--- config.mk ---
export PLATFORM = sky130hd
export DESIGN_NAME = rc_pwm_pulse_decoder_unit_flat
export DESIGN_NICKNAME = d
export VERILOG_FILES = /design/src/rtl/rpd_pkg.sv /design/src/rtl/rpd_capture_if.sv /design/src/rtl/rpd_pulse_if.sv /design/src/rtl/rpd_cfg_regs.sv /design/src/rtl/rpd_ctrl.sv /design/src/rtl/rpd_datapath.sv /design/src/rtl/rc_pwm_pulse_decoder_unit.sv /design/src/flat_wrapper.sv
export VERILOG_INCLUDE_DIRS = /design/src /design/src/rtl
export SDC_FILE = /design/constraint.sdc
export NUM_CORES = 2
export LEC_CHECK = 0
export ABC_CLOCK_PERIOD_IN_PS = 13700
export BUFFER_PORTS_ARGS = -buffer_cell sky130_fd_sc_hd__buf_4
export CORE_MARGIN = 1
export CORE_UTILIZATION = 50
export DETAILED_ROUTE_END_ITERATION = 8
export GPL_ROUTABILITY_DRIVEN = 0
export GPL_TIMING_DRIVEN = 0
export PLACE_DENSITY = 0.65
export SLEW_MARGIN = 40
export SYNTH_ARGS = -nofsm -noshare
export SYNTH_HDL_FRONTEND = slang
export SYNTH_SLANG_ARGS = --single-unit
--- constraint.sdc ---
create_clock -name clk -period 13.7 [get_ports clk]
set_clock_uncertainty 0.05 [all_clocks]
set_input_delay 0 -clock clk [delete_from_list [all_inputs] [get_ports clk]]
set_output_delay 0 -clock clk [all_outputs]
set_load 0.005 [all_outputs]
--- src/rtl/rc_pwm_pulse_decoder_unit_assert.svh ---
// Assertion macros shared by the pulse decoder RTL modules.
// The macros expect signals named clk and rst_n in the calling scope.
`ifndef RC_PWM_PULSE_DECODER_UNIT_ASSERT_SVH
`define RC_PWM_PULSE_DECODER_UNIT_ASSERT_SVH
`ifndef SYNTH
`define RPD_ASSERT_SAME(label, ante, cons) \
    label: assert property (@(posedge clk) disable iff (!rst_n) (ante) |-> (cons)) \
        else $error("rpd assertion failed");
`define RPD_ASSERT_NEXT(label, ante, cons) \
    label: assert property (@(posedge clk) disable iff (!rst_n) (ante) |=> (cons)) \
        else $error("rpd assertion failed");
`else
`define RPD_ASSERT_SAME(label, ante, cons)
`define RPD_ASSERT_NEXT(label, ante, cons)
`endif
`endif

--- src/rtl/rpd_pkg.sv ---
// Package of the RC PWM pulse decoder: widths, register indexes and shared types.
// Depends on nothing; every RTL module and interface imports it.
`default_nettype none

package rpd_pkg;

    localparam int NUM_CHANNELS = 4;
    localparam int CHAN_SLOTS   = 4;
    localparam int CH_USED      = (NUM_CHANNELS < CHAN_SLOTS) ? NUM_CHANNELS : CHAN_SLOTS;
    localparam int CH_IDX_W     = (CH_USED > 1) ? $clog2(CH_USED) : 1;

    localparam int CH_W      = 3;
    localparam int TIME_W    = 32;
    localparam int TICK_W    = 8;
    localparam int PULSE_W   = 19;
    localparam int VAL_W     = 32;
    localparam int RANGE_W   = 64;
    localparam int CFG_IDX_W = 3;

    localparam int US_LEGAL_MIN = 500;
    localparam int US_LEGAL_MAX = 2500;
    localparam int US_MAP_MIN   = 1000;
    localparam int US_MAP_MAX   = 2000;
    localparam int TICKS_RESET  = 84;

    localparam int TH_W      = 20;
    localparam int SPAN_W    = 18;
    localparam int REM_W     = SPAN_W + 1;
    localparam int FRAC_W    = 17;
    localparam int FRAC_SH   = 16;
    localparam int DIFF_W    = VAL_W + 1;
    localparam int PROD_W    = FRAC_W + 1 + DIFF_W;
    localparam int DIV_STEPS = FRAC_W;
    localparam int CNT_W     = $clog2(DIV_STEPS);

    localparam logic [CFG_IDX_W-1:0] REG_TICKS     = 3'd0;
    localparam logic [CFG_IDX_W-1:0] REG_INVERT    = 3'd1;
    localparam logic [CFG_IDX_W-1:0] REG_ENABLE    = 3'd2;
    localparam logic [CFG_IDX_W-1:0] REG_RANGE_CH1 = 3'd3;
    localparam logic [CFG_IDX_W-1:0] REG_RANGE_CH4 = 3'd6;

    typedef struct packed {
        logic [TICK_W-1:0]                    ticks_per_us;
        logic                                 invert_polarity;
        logic [CHAN_SLOTS-1:0]                enable_mask;
        logic [CHAN_SLOTS-1:0][RANGE_W-1:0]   ranges;
    } rpd_cfg_t;

    typedef struct packed {
        logic load;
        logic eval;
        logic div_step;
        logic mul;
        logic fin;
    } rpd_cmd_t;

    typedef struct packed {
        logic emit_ok;
        logic out_busy;
    } rpd_status_t;

endpackage

`default_nettype wire

--- src/rtl/rpd_capture_if.sv ---
// Capture edge channel: valid/ready handshake with channel, timestamp and pin level.
// Depends on rpd_pkg.
`default_nettype none

interface rpd_capture_if;
    import rpd_pkg::*;

    logic              valid;
    logic              ready;
    logic [CH_W-1:0]   channel_num;
    logic [TIME_W-1:0] capture_time;
    logic              pin_level;

    modport source (output valid, output channel_num, output capture_time,
                    output pin_level, input ready);
    modport sink (input valid, input channel_num, input capture_time,
                  input pin_level, output ready);
endinterface

`default_nettype wire

--- src/rtl/rpd_pulse_if.sv ---
// Decoded pulse channel: valid/ready handshake with channel, ticks and mapped value.
// Depends on rpd_pkg.
`default_nettype none

interface rpd_pulse_if;
    import rpd_pkg::*;

    logic                    valid;
    logic                    ready;
    logic [CH_W-1:0]         out_channel;
    logic [PULSE_W-1:0]      pulse_ticks;
    logic signed [VAL_W-1:0] mapped_value;

    modport source (output valid, output out_channel, output pulse_ticks,
                    output mapped_value, input ready);
    modport sink (input valid, input out_channel, input pulse_ticks,
                  input mapped_value, output ready);
endinterface

`default_nettype wire

--- src/rtl/rpd_cfg_regs.sv ---
// Configuration register file of the pulse decoder, written through a plain write port.
// Depends on rpd_pkg.
`default_nettype none

module rpd_cfg_regs (
    input  wire logic                           clk,
    input  wire logic                           rst_n,
    input  wire logic                           cfg_wr_en,
    input  wire logic [rpd_pkg::CFG_IDX_W-1:0]  cfg_index,
    input  wire logic [rpd_pkg::RANGE_W-1:0]    cfg_wdata,
    output rpd_pkg::rpd_cfg_t                   cfg
);
    import rpd_pkg::*;

    rpd_cfg_t                 cfg_reg;
    logic [CFG_IDX_W-1:0]     slot_full;
    logic [1:0]               slot;

    assign slot_full = cfg_index - REG_RANGE_CH1;
    assign slot      = slot_full[1:0];

    always_ff @(posedge clk or negedge rst_n)
    begin
        if (!rst_n)
        begin
            cfg_reg.ticks_per_us    <= TICK_W'(TICKS_RESET);
            cfg_reg.invert_polarity <= 1'b0;
            cfg_reg.enable_mask     <= '0;
            cfg_reg.ranges          <= '0;
        end
        else if (cfg_wr_en)
        begin
            case (cfg_index)
                REG_TICKS:
                begin
                    cfg_reg.ticks_per_us <= cfg_wdata[TICK_W-1:0];
                end
                REG_INVERT:
                begin
                    cfg_reg.invert_polarity <= cfg_wdata[0];
                end
                REG_ENABLE:
                begin
                    cfg_reg.enable_mask <= cfg_wdata[CHAN_SLOTS-1:0];
                end
                default:
                begin
                    if (cfg_index inside {[REG_RANGE_CH1:REG_RANGE_CH4]})
                    begin
                        cfg_reg.ranges[slot] <= cfg_wdata;
                    end
                end
            endcase
        end
    end

    assign cfg = cfg_reg;

endmodule

`default_nettype wire

--- src/rtl/rpd_ctrl.sv ---
// Sequencing state machine of the pulse decoder: accept, evaluate, divide, multiply, emit.
// Depends on rpd_pkg and the assertion macro header.
`default_nettype none
`include "rc_pwm_pulse_decoder_unit_assert.svh"

module rpd_ctrl (
    input  wire logic                  clk,
    input  wire logic                  rst_n,
    input  wire logic                  in_valid,
    output logic                       in_ready,
    input  rpd_pkg::rpd_status_t       status,
    output rpd_pkg::rpd_cmd_t          cmd
);
    import rpd_pkg::*;

    localparam logic [2:0] S_IDLE = 3'd0;
    localparam logic [2:0] S_EVAL = 3'd1;
    localparam logic [2:0] S_DIV  = 3'd2;
    localparam logic [2:0] S_MUL  = 3'd3;
    localparam logic [2:0] S_FIN  = 3'd4;

    logic [2:0]       state_reg;
    logic [2:0]       state_next;
    logic [CNT_W-1:0] step_reg;
    logic [CNT_W-1:0] step_next;

    assign in_ready = (state_reg == S_IDLE);

    always_comb
    begin
        state_next   = state_reg;
        step_next    = step_reg;
        cmd          = '0;
        cmd.load     = in_valid && (state_reg == S_IDLE);
        case (state_reg)
            S_IDLE:
            begin
                if (in_valid)
                begin
                    state_next = S_EVAL;
                end
            end
            S_EVAL:
            begin
                cmd.eval  = 1'b1;
                step_next = '0;
                state_next = status.emit_ok ? S_DIV : S_IDLE;
            end
            S_DIV:
            begin
                cmd.div_step = 1'b1;
                step_next    = step_reg + CNT_W'(1);
                if (step_reg == CNT_W'(DIV_STEPS - 1))
                begin
                    state_next = S_MUL;
                end
            end
            S_MUL:
            begin
                cmd.mul    = 1'b1;
                state_next = S_FIN;
            end
            S_FIN:
            begin
                if (!status.out_busy)
                begin
                    cmd.fin    = 1'b1;
                    state_next = S_IDLE;
                end
            end
            default:
            begin
                state_next = S_IDLE;
            end
        endcase
    end

    always_ff @(posedge clk or negedge rst_n)
    begin
        if (!rst_n)
        begin
            state_reg <= S_IDLE;
            step_reg  <= '0;
        end
        else
        begin
            state_reg <= state_next;
            step_reg  <= step_next;
        end
    end

    `RPD_ASSERT_NEXT(a_drop_returns_idle, (state_reg == S_EVAL) && !status.emit_ok, state_reg == S_IDLE)
    `RPD_ASSERT_NEXT(a_div_ends_in_mul, (state_reg == S_DIV) && (step_reg == CNT_W'(DIV_STEPS - 1)), state_reg == S_MUL)
    `RPD_ASSERT_NEXT(a_fin_waits_on_busy, (state_reg == S_FIN) && status.out_busy, (state_reg == S_FIN) && !in_ready)

endmodule

`default_nettype wire

--- src/rtl/rpd_datapath.sv ---
// Datapath of the pulse decoder: channel history, thresholds, serial divider,
// range multiplier and output register. Depends on rpd_pkg and the assertion header.
`default_nettype none
`include "rc_pwm_pulse_decoder_unit_assert.svh"

module rpd_datapath (
    input  wire logic                             clk,
    input  wire logic                             rst_n,
    input  rpd_pkg::rpd_cfg_t                     cfg,
    input  rpd_pkg::rpd_cmd_t                     cmd,
    output rpd_pkg::rpd_status_t                  status,
    input  wire logic [rpd_pkg::CH_W-1:0]         in_channel,
    input  wire logic [rpd_pkg::TIME_W-1:0]       in_time,
    input  wire logic                             in_level,
    output logic                                  out_valid,
    input  wire logic                             out_ready,
    output logic [rpd_pkg::CH_W-1:0]              out_channel,
    output logic [rpd_pkg::PULSE_W-1:0]           out_ticks,
    output logic signed [rpd_pkg::VAL_W-1:0]      out_value
);
    import rpd_pkg::*;

    logic [CH_W-1:0]         ch_reg;
    logic [TIME_W-1:0]       time_reg;
    logic                    lvl_reg;

    logic [TIME_W-1:0]       prev_time_reg [CH_USED];
    logic [CH_USED-1:0]      prev_level_reg;
    logic [CH_USED-1:0]      seen_reg;

    logic [REM_W-1:0]        rem_reg;
    logic [SPAN_W-1:0]       span_reg;
    logic [FRAC_W-1:0]       q_reg;
    logic [PULSE_W-1:0]      ticks_reg;
    logic signed [PROD_W-1:0] prod_reg;

    logic                    out_valid_reg;
    logic [CH_W-1:0]         out_ch_reg;
    logic [PULSE_W-1:0]      out_ticks_reg;
    logic [VAL_W-1:0]        out_val_reg;

    logic [CH_W-1:0]         ch_dec;
    logic [CH_IDX_W-1:0]     idx;
    logic                    ch_ok;
    logic                    active;
    logic                    pulse;
    logic [TIME_W-1:0]       high;
    logic [TH_W-1:0]         legal_lo;
    logic [TH_W-1:0]         legal_hi;
    logic [TH_W-1:0]         map_lo;
    logic [TH_W-1:0]         map_hi;
    logic                    legal;
    logic [TH_W-1:0]         hc;
    logic [TH_W-1:0]         rem0;
    logic [TH_W-1:0]         span0;

    logic                    ge;
    logic [REM_W-1:0]        rem_sub;

    logic [RANGE_W-1:0]      rng;
    logic signed [DIFF_W-1:0] mn_x;
    logic signed [DIFF_W-1:0] mx_x;
    logic signed [DIFF_W-1:0] diff;
    logic signed [FRAC_W:0]  frac_s;
    logic signed [PROD_W-1:0] prod_c;
    logic signed [PROD_W-1:0] scaled;
    logic [DIFF_W-1:0]       val;

    assign ch_dec = ch_reg - CH_W'(1);
    assign idx    = ch_dec[CH_IDX_W-1:0];
    assign ch_ok  = (ch_reg != '0) && (ch_reg <= CH_W'(CH_USED));
    assign active = ~cfg.invert_polarity;
    assign pulse  = seen_reg[idx] && (prev_level_reg[idx] == active) && (lvl_reg != active);
    assign high   = time_reg - prev_time_reg[idx];

    assign legal_lo = TH_W'(cfg.ticks_per_us) * TH_W'(US_LEGAL_MIN);
    assign legal_hi = TH_W'(cfg.ticks_per_us) * TH_W'(US_LEGAL_MAX);
    assign map_lo   = TH_W'(cfg.ticks_per_us) * TH_W'(US_MAP_MIN);
    assign map_hi   = TH_W'(cfg.ticks_per_us) * TH_W'(US_MAP_MAX);

    assign legal = (high >= TIME_W'(legal_lo)) && (high <= TIME_W'(legal_hi));

    always_comb
    begin
        if (high < TIME_W'(map_lo))
        begin
            hc = map_lo;
        end
        else if (high > TIME_W'(map_hi))
        begin
            hc = map_hi;
        end
        else
        begin
            hc = high[TH_W-1:0];
        end
    end

    assign rem0  = hc - map_lo;
    assign span0 = map_hi - map_lo;

    assign status.emit_ok  = ch_ok && pulse && legal && cfg.enable_mask[idx];
    assign status.out_busy = out_valid_reg && !out_ready;

    assign ge      = (rem_reg >= REM_W'(span_reg));
    assign rem_sub = ge ? (rem_reg - REM_W'(span_reg)) : rem_reg;

    assign rng    = cfg.ranges[idx];
    assign mn_x   = DIFF_W'($signed(rng[VAL_W-1:0]));
    assign mx_x   = DIFF_W'($signed(rng[RANGE_W-1:VAL_W]));
    assign diff   = mx_x - mn_x;
    assign frac_s = (span_reg == '0) ? '0 : $signed({1'b0, q_reg});
    assign prod_c = PROD_W'(frac_s) * PROD_W'(diff);

    assign scaled = prod_reg[PROD_W-1]
                    ? ((prod_reg + PROD_W'((1 << FRAC_SH) - 1)) >>> FRAC_SH)
                    : (prod_reg >>> FRAC_SH);
    assign val    = mn_x + scaled[DIFF_W-1:0];

    always_ff @(posedge clk)
    begin
        if (cmd.load)
        begin
            ch_reg   <= in_channel;
            time_reg <= in_time;
            lvl_reg  <= in_level;
        end
        if (cmd.eval)
        begin
            rem_reg   <= REM_W'(rem0);
            span_reg  <= span0[SPAN_W-1:0];
            q_reg     <= '0;
            ticks_reg <= hc[PULSE_W-1:0];
        end
        else if (cmd.div_step)
        begin
            rem_reg <= {rem_sub[REM_W-2:0], 1'b0};
            q_reg   <= {q_reg[FRAC_W-2:0], ge};
        end
        if (cmd.mul)
        begin
            prod_reg <= prod_c;
        end
        if (cmd.fin)
        begin
            out_ch_reg    <= ch_reg;
            out_ticks_reg <= ticks_reg;
            out_val_reg   <= val[VAL_W-1:0];
        end
    end

    always_ff @(posedge clk or negedge rst_n)
    begin
        if (!rst_n)
        begin
            for (int i = 0; i < CH_USED; i++)
            begin
                prev_time_reg[i] <= '0;
            end
            prev_level_reg <= '0;
            seen_reg       <= '0;
        end
        else if (cmd.eval && ch_ok)
        begin
            prev_time_reg[idx]  <= time_reg;
            prev_level_reg[idx] <= lvl_reg;
            seen_reg[idx]       <= 1'b1;
        end
    end

    always_ff @(posedge clk or negedge rst_n)
    begin
        if (!rst_n)
        begin
            out_valid_reg <= 1'b0;
        end
        else if (cmd.fin)
        begin
            out_valid_reg <= 1'b1;
        end
        else if (out_ready)
        begin
            out_valid_reg <= 1'b0;
        end
    end

    assign out_valid   = out_valid_reg;
    assign out_channel = out_ch_reg;
    assign out_ticks   = out_ticks_reg;
    assign out_value   = $signed(out_val_reg);

    `RPD_ASSERT_NEXT(a_fin_fills_output, cmd.fin, out_valid_reg)
    `RPD_ASSERT_SAME(a_out_channel_legal, out_valid_reg, (out_ch_reg != '0) && (out_ch_reg <= CH_W'(CH_USED)))

endmodule

`default_nettype wire

--- src/rtl/rc_pwm_pulse_decoder_unit.sv ---
// RC PWM pulse decoder: per-channel capture edges in, decoded and mapped pulse widths out.
// Top level: connects the interfaces, the register file, the controller and the datapath.
// Each capture beat carries a channel number, a 32-bit timer value and the pin level.
// A falling edge of the active level on a channel with an earlier sample gives a pulse;
// a pulse inside the legal window on an enabled channel leaves as one beat on the pulse
// channel, with the clamped width in ticks and the value mapped into the channel range.
// After accepting a beat the block takes no new beat until it returns to idle: a beat
// that yields nothing returns right after evaluation, an emitting beat after the
// 17-step restoring divider, one quotient bit per cycle, then a multiply step and an
// output step that loads the output register.
// The finished result sits in an output register, so a new capture beat is accepted
// while it waits. If the receiver stalls, the next result holds in the final step
// until the output register frees, and capture ready stays low meanwhile.
// Reset clears the channel history and the output valid flag and loads the register
// defaults (84 ticks per microsecond, active-high, all channels disabled, ranges zero).
// Configuration writes are taken in one cycle and must happen while the block is idle.
`default_nettype none

module rc_pwm_pulse_decoder_unit (
    input  wire logic                           clk,
    input  wire logic                           rst_n,
    input  wire logic                           cfg_wr_en,
    input  wire logic [rpd_pkg::CFG_IDX_W-1:0]  cfg_index,
    input  wire logic [rpd_pkg::RANGE_W-1:0]    cfg_wdata,
    rpd_capture_if.sink                         capture,
    rpd_pulse_if.source                         pulse
);
    import rpd_pkg::*;

    rpd_cfg_t    cfg;
    rpd_cmd_t    cmd;
    rpd_status_t status;
    logic        in_ready;

    rpd_cfg_regs u_cfg (
        .clk       (clk),
        .rst_n     (rst_n),
        .cfg_wr_en (cfg_wr_en),
        .cfg_index (cfg_index),
        .cfg_wdata (cfg_wdata),
        .cfg       (cfg)
    );

    rpd_ctrl u_ctrl (
        .clk      (clk),
        .rst_n    (rst_n),
        .in_valid (capture.valid),
        .in_ready (in_ready),
        .status   (status),
        .cmd      (cmd)
    );

    rpd_datapath u_dp (
        .clk         (clk),
        .rst_n       (rst_n),
        .cfg         (cfg),
        .cmd         (cmd),
        .status      (status),
        .in_channel  (capture.channel_num),
        .in_time     (capture.capture_time),
        .in_level    (capture.pin_level),
        .out_valid   (pulse.valid),
        .out_ready   (pulse.ready),
        .out_channel (pulse.out_channel),
        .out_ticks   (pulse.pulse_ticks),
        .out_value   (pulse.mapped_value)
    );

    assign capture.ready = in_ready;

endmodule

`default_nettype wire
--- src/flat_wrapper.sv ---
// flat-port wrapper written by rule: the top's interface ports become plain ports
module rc_pwm_pulse_decoder_unit_flat import rpd_pkg::*;
  (clk, rst_n, cfg_wr_en, cfg_index, cfg_wdata, capture_valid, capture_channel_num, capture_capture_time, capture_pin_level, capture_ready, pulse_valid, pulse_out_channel, pulse_pulse_ticks, pulse_mapped_value, pulse_ready);
  rpd_capture_if capture_i ();
  rpd_pulse_if pulse_i ();
  input  wire logic clk;
  input  wire logic rst_n;
  input  wire logic cfg_wr_en;
  input  wire logic [rpd_pkg::CFG_IDX_W-1:0] cfg_index;
  input  wire logic [rpd_pkg::RANGE_W-1:0] cfg_wdata;
  input wire logic [$bits(capture_i.valid)-1:0] capture_valid;
  input wire logic [$bits(capture_i.channel_num)-1:0] capture_channel_num;
  input wire logic [$bits(capture_i.capture_time)-1:0] capture_capture_time;
  input wire logic [$bits(capture_i.pin_level)-1:0] capture_pin_level;
  output wire logic [$bits(capture_i.ready)-1:0] capture_ready;
  output wire logic [$bits(pulse_i.valid)-1:0] pulse_valid;
  output wire logic [$bits(pulse_i.out_channel)-1:0] pulse_out_channel;
  output wire logic [$bits(pulse_i.pulse_ticks)-1:0] pulse_pulse_ticks;
  output wire logic [$bits(pulse_i.mapped_value)-1:0] pulse_mapped_value;
  input wire logic [$bits(pulse_i.ready)-1:0] pulse_ready;
  assign capture_i.valid = capture_valid;
  assign capture_i.channel_num = capture_channel_num;
  assign capture_i.capture_time = capture_capture_time;
  assign capture_i.pin_level = capture_pin_level;
  assign capture_ready = capture_i.ready;
  assign pulse_valid = pulse_i.valid;
  assign pulse_out_channel = pulse_i.out_channel;
  assign pulse_pulse_ticks = pulse_i.pulse_ticks;
  assign pulse_mapped_value = pulse_i.mapped_value;
  assign pulse_i.ready = pulse_ready;
  rc_pwm_pulse_decoder_unit u_core (.clk(clk), .rst_n(rst_n), .cfg_wr_en(cfg_wr_en), .cfg_index(cfg_index), .cfg_wdata(cfg_wdata), .capture(capture_i), .pulse(pulse_i));
endmodule
==> results.yml <==
floorplan:
  core-area_sq_mm: 0.108
  dieArea_sq_mm: 0.111
  die_h_um: 332
  row_count: 120
  fp.dieW_um: 332
  ios: 164
  initial_core_util_pct: 50.7
global_route:
  grt_antenna_before_repair: 4
  grt_pass1_wl_mm: 231
  overflow: 0
  globalRouteTotalUtil_pct: 27.2
  grt_pass1_vias: 39891
  grt_max_degree: 76
placement:
  port-buffer-count: 163
  place_inst: 6655
  post-dp-hpwl_mm: 117
pwr:
  p_seq_share_pct: 17.5
  internal-power_mw: 8.32
  switching_share_pct: 48.6
  p_leak_nw: 28.8
  combPwrFrac_pct: 70.8
  cellPowerDensity_mw_per_mm2: 261
  ir_worst_vdd_mv: 0.722
  pwr-share-clk_pct: 11.7
  p_switching_mw: 7.85
yosys:
  synth_fp_nets: 6153
  ys_ff_latch: 623
  yosys-top-cells-area: "fa_1 21%, dfrtp_1 19%, edfxtp_1 11%, ha_1 9.0%, mux2_2 8.1%"
  synthCells: 5078
  async_flop_share_pct: 66.5
  netlist_area_sq_mm: 0.0546
  ys_warn_count: 0
  postSynthAreaPerCell_sq_um: 10.8
  yosysTopAreaCell: "fa_1"
  synth.top_cell.area_share_pct: 21.0
  yosysSeqAreaShare_pct: 30.2
  synth-edff-count: 192
  synth_top_flop_cell: "dfrtp_1"
  synth_cell_type_count: 95
clock_network:
  clk-insertion-delay-late_ps: 670
  tritoncts: "done"
  clk_pin_slew_ps: 60
  numCtsBuffers: 70
  cts_buffer_depth: 3
  cts_sinks: 623
  root_buffer: "clkbuf_16"
  cts_max_level: 3
route:
  drc: 0
  routedWlPerCell_um: 21.3
  ant_nets: 0
  routed_wl_mm: 148
  drtIter0Drc: 2774
  vias: 38835
  drt_first_pass_iters: 8
  via_per_inst: 5.61
run:
  drv_cap: 0
worst_setup_path:
  path_common_cell: "fa_1"
  slowest_stage: "ha_1"
  crit_type: "reg -> reg"
  crit_path_end_kind: "flip-flop"
  slowest_delay_ps: 570
  critPathMaxFanout: 19
  critPathLaunchType: "flip-flop"
  crit_buf_inv: 10
  critPathRequiredTime_ps: 14060
  crit_arrival_ps: 13610
  cp_top_family: "adder cells"
sta:
  maxSlewHeadroom_pct: 36.8
  fin_tns_setup_ps: 0
  finalMaxSlewViolations: 0
  finalCritPeriodShare_pct: 96.7
  final_hold_viol_count: 0
  finalCriticalPeriod_ps: 13240
  worst_pin_slew_ps: 942
  finalSetupViolations: 0
  fmaxAchievable_mhz: 75.5
cells_and_area:
  nets: 6540
  area.growth.synth_to_final_pct: 13.6
  nFillCells: 8991
  ff_latch_area_sq_mm: 0.0165
  final_layout_size_suffix_gt1_share_pct: 16.6
  largest_reg_flops: 269
  fin_cells: 6921
  multi_input_area_sq_mm: 0.0348
min_path:
  hold_path_class: "in -> reg"
status:
  status: "finished clean"
-- through the flow --
step	area (sq um)	setup WS (ps)	hold slack [ps]	util [%]	power, mW
floorplan	54600	1570	-346	-	10.8
global placement	57600	-3320	128	53.5	13.6
detailed placement	58100	-2200	-162	54.0	13.9
CTS	61800	66.4	0.556	57.4	15.9
global route	62000	-40.7	18.5	57.6	17.5
finish	62000	456	36.1	57.6	16.2
-- per-layer routing --
| layer | global-route usage [%] | vias up | wire length, um |
|---|---|---|---|
| met5 | 0 | - | 21 |
| met4 | 6.97 | 4 | 3760 |
| met3 | 5.61 | 232 | 11800 |
| met2 | 42.3 | 1312 | 66800 |
| met1 | 38.9 | 19760 | 65400 |
| li1 | - | 17527 | - |
-- what timing repair did --
item,CTS,global route
buffers inserted,2,4
hold buffers,136,0
gates resized for setup,14,31
pin swaps,0,0
hold endpoints to repair,694,0
gates cloned,0,0
setup endpoints to repair,30,9
-- power by group through the flow --
stage          logic, mW  clock network, mW  registers, mW
6_report            11.4               1.90           2.83
5_1_grt             12.6               2.00           2.87
4_1_cts             11.2               1.94           2.82
3_3_place_gp        10.7                  0           2.84
3_5_place_dp        11.1                  0           2.86
2_1_floorplan       8.04                  0           2.78
-- cells in the final DEF (no fill, tap or decap), drive strengths merged, types with 87 or more instances in the layout --
| master | n |
|---|---|
| o21ai | 127 |
| fa | 574 |
| dfrtp | 411 |
| a21o | 87 |
| nand2 | 481 |
| inv | 844 |
| nor2 | 336 |
| a21oi | 175 |
| xnor2 | 157 |
| clkbuf | 242 |
| dlygate4sd3 | 135 |
| ha | 393 |
| mux2 | 392 |
| mux4 | 97 |
| buf | 206 |
| edfxtp | 192 |
-- Yosys cell counts, types with 5 or more instances --
library cell	number
nand3_1	45
a21oi_1	170
mux4_2	97
ha_1	393
and2_1	29
fa_1	574
nand2_1	481
inv_1	839
a21o_1	87
mux2_2	392
a211oi_1	19
mux2i_1	26
o22ai_1	5
or2_2	12
and3_1	33
buf_1	12
o21ai_0	121
nor3_1	42
xor2_1	82
o211ai_1	10
o211a_1	5
a41oi_1	5
clkbuf_1	148
o21a_1	28
a21boi_0	9
a211o_1	10
nand4_1	26
o21bai_1	29
a31oi_1	10
buf_2	10
nor2b_1	34
or3_1	14
a22o_1	16
and4_1	7
nor2_1	336
edfxtp_1	192
o31ai_1	5
nor4_1	13
dfxtp_1	17
nand2b_1	31
dfrtp_1	411
xnor2_1	155
o21ai_1	6
-- logic make-up (layout without fill, tap and decap cells) --
family,count (synthesis),in the layout,share of synthesized area [%]
other cells,0,1,0
flops,623,623,30.2
mux,515,515,12.6
buf+inv,1010,1449,6.97
compound gates,595,595,7.20
fa+ha+maj,967,967,30.0
simple gates,1127,1127,9.12
xor+xnor,241,241,3.94
-- path summary, 6_finish.rpt --
kind / from / end / slack (ps) / depth (start not counted)
hold reg to reg: u_core.u_dp.ticks_reg[18]$_DFFE_PP_ / u_core.u_dp.out_ticks[18]$_DFFE_PP_ / 370 / 0
setup reg to reg: u_core.u_dp.ch_reg[0]$_DFFE_PP_ / u_core.u_dp.prod_reg[47]$_DFFE_PP_ / 460 / 43
min in group asynchronous: rst_n / u_core.u_cfg.cfg[246]$_DFFE_PN0P_ / 410 / 4
max in group asynchronous: rst_n / u_core.u_dp.prev_time_reg[95]$_DFFE_PN0P_ / 12160 / 6
setup / recovery: u_core.u_dp.ch_reg[0]$_DFFE_PP_ / u_core.u_dp.prod_reg[47]$_DFFE_PP_ / 460 / 43
hold / removal: capture_capture_time[10] / u_core.u_dp.time_reg[10]$_DFFE_PP_ / 40 / 2
-- final cells by class --
type	instances	area share, %
inverter	839	5.08
tap	1403	2.83
clock inverter	27	0.531
buffer	170	1.16
timing repair buffer	316	4.66
clock buffer	97	3.10
multi-input combinational	3445	56.1
sequential	623	26.6
antenna	1	0.00404
Power figures use the tool's default switching activity.
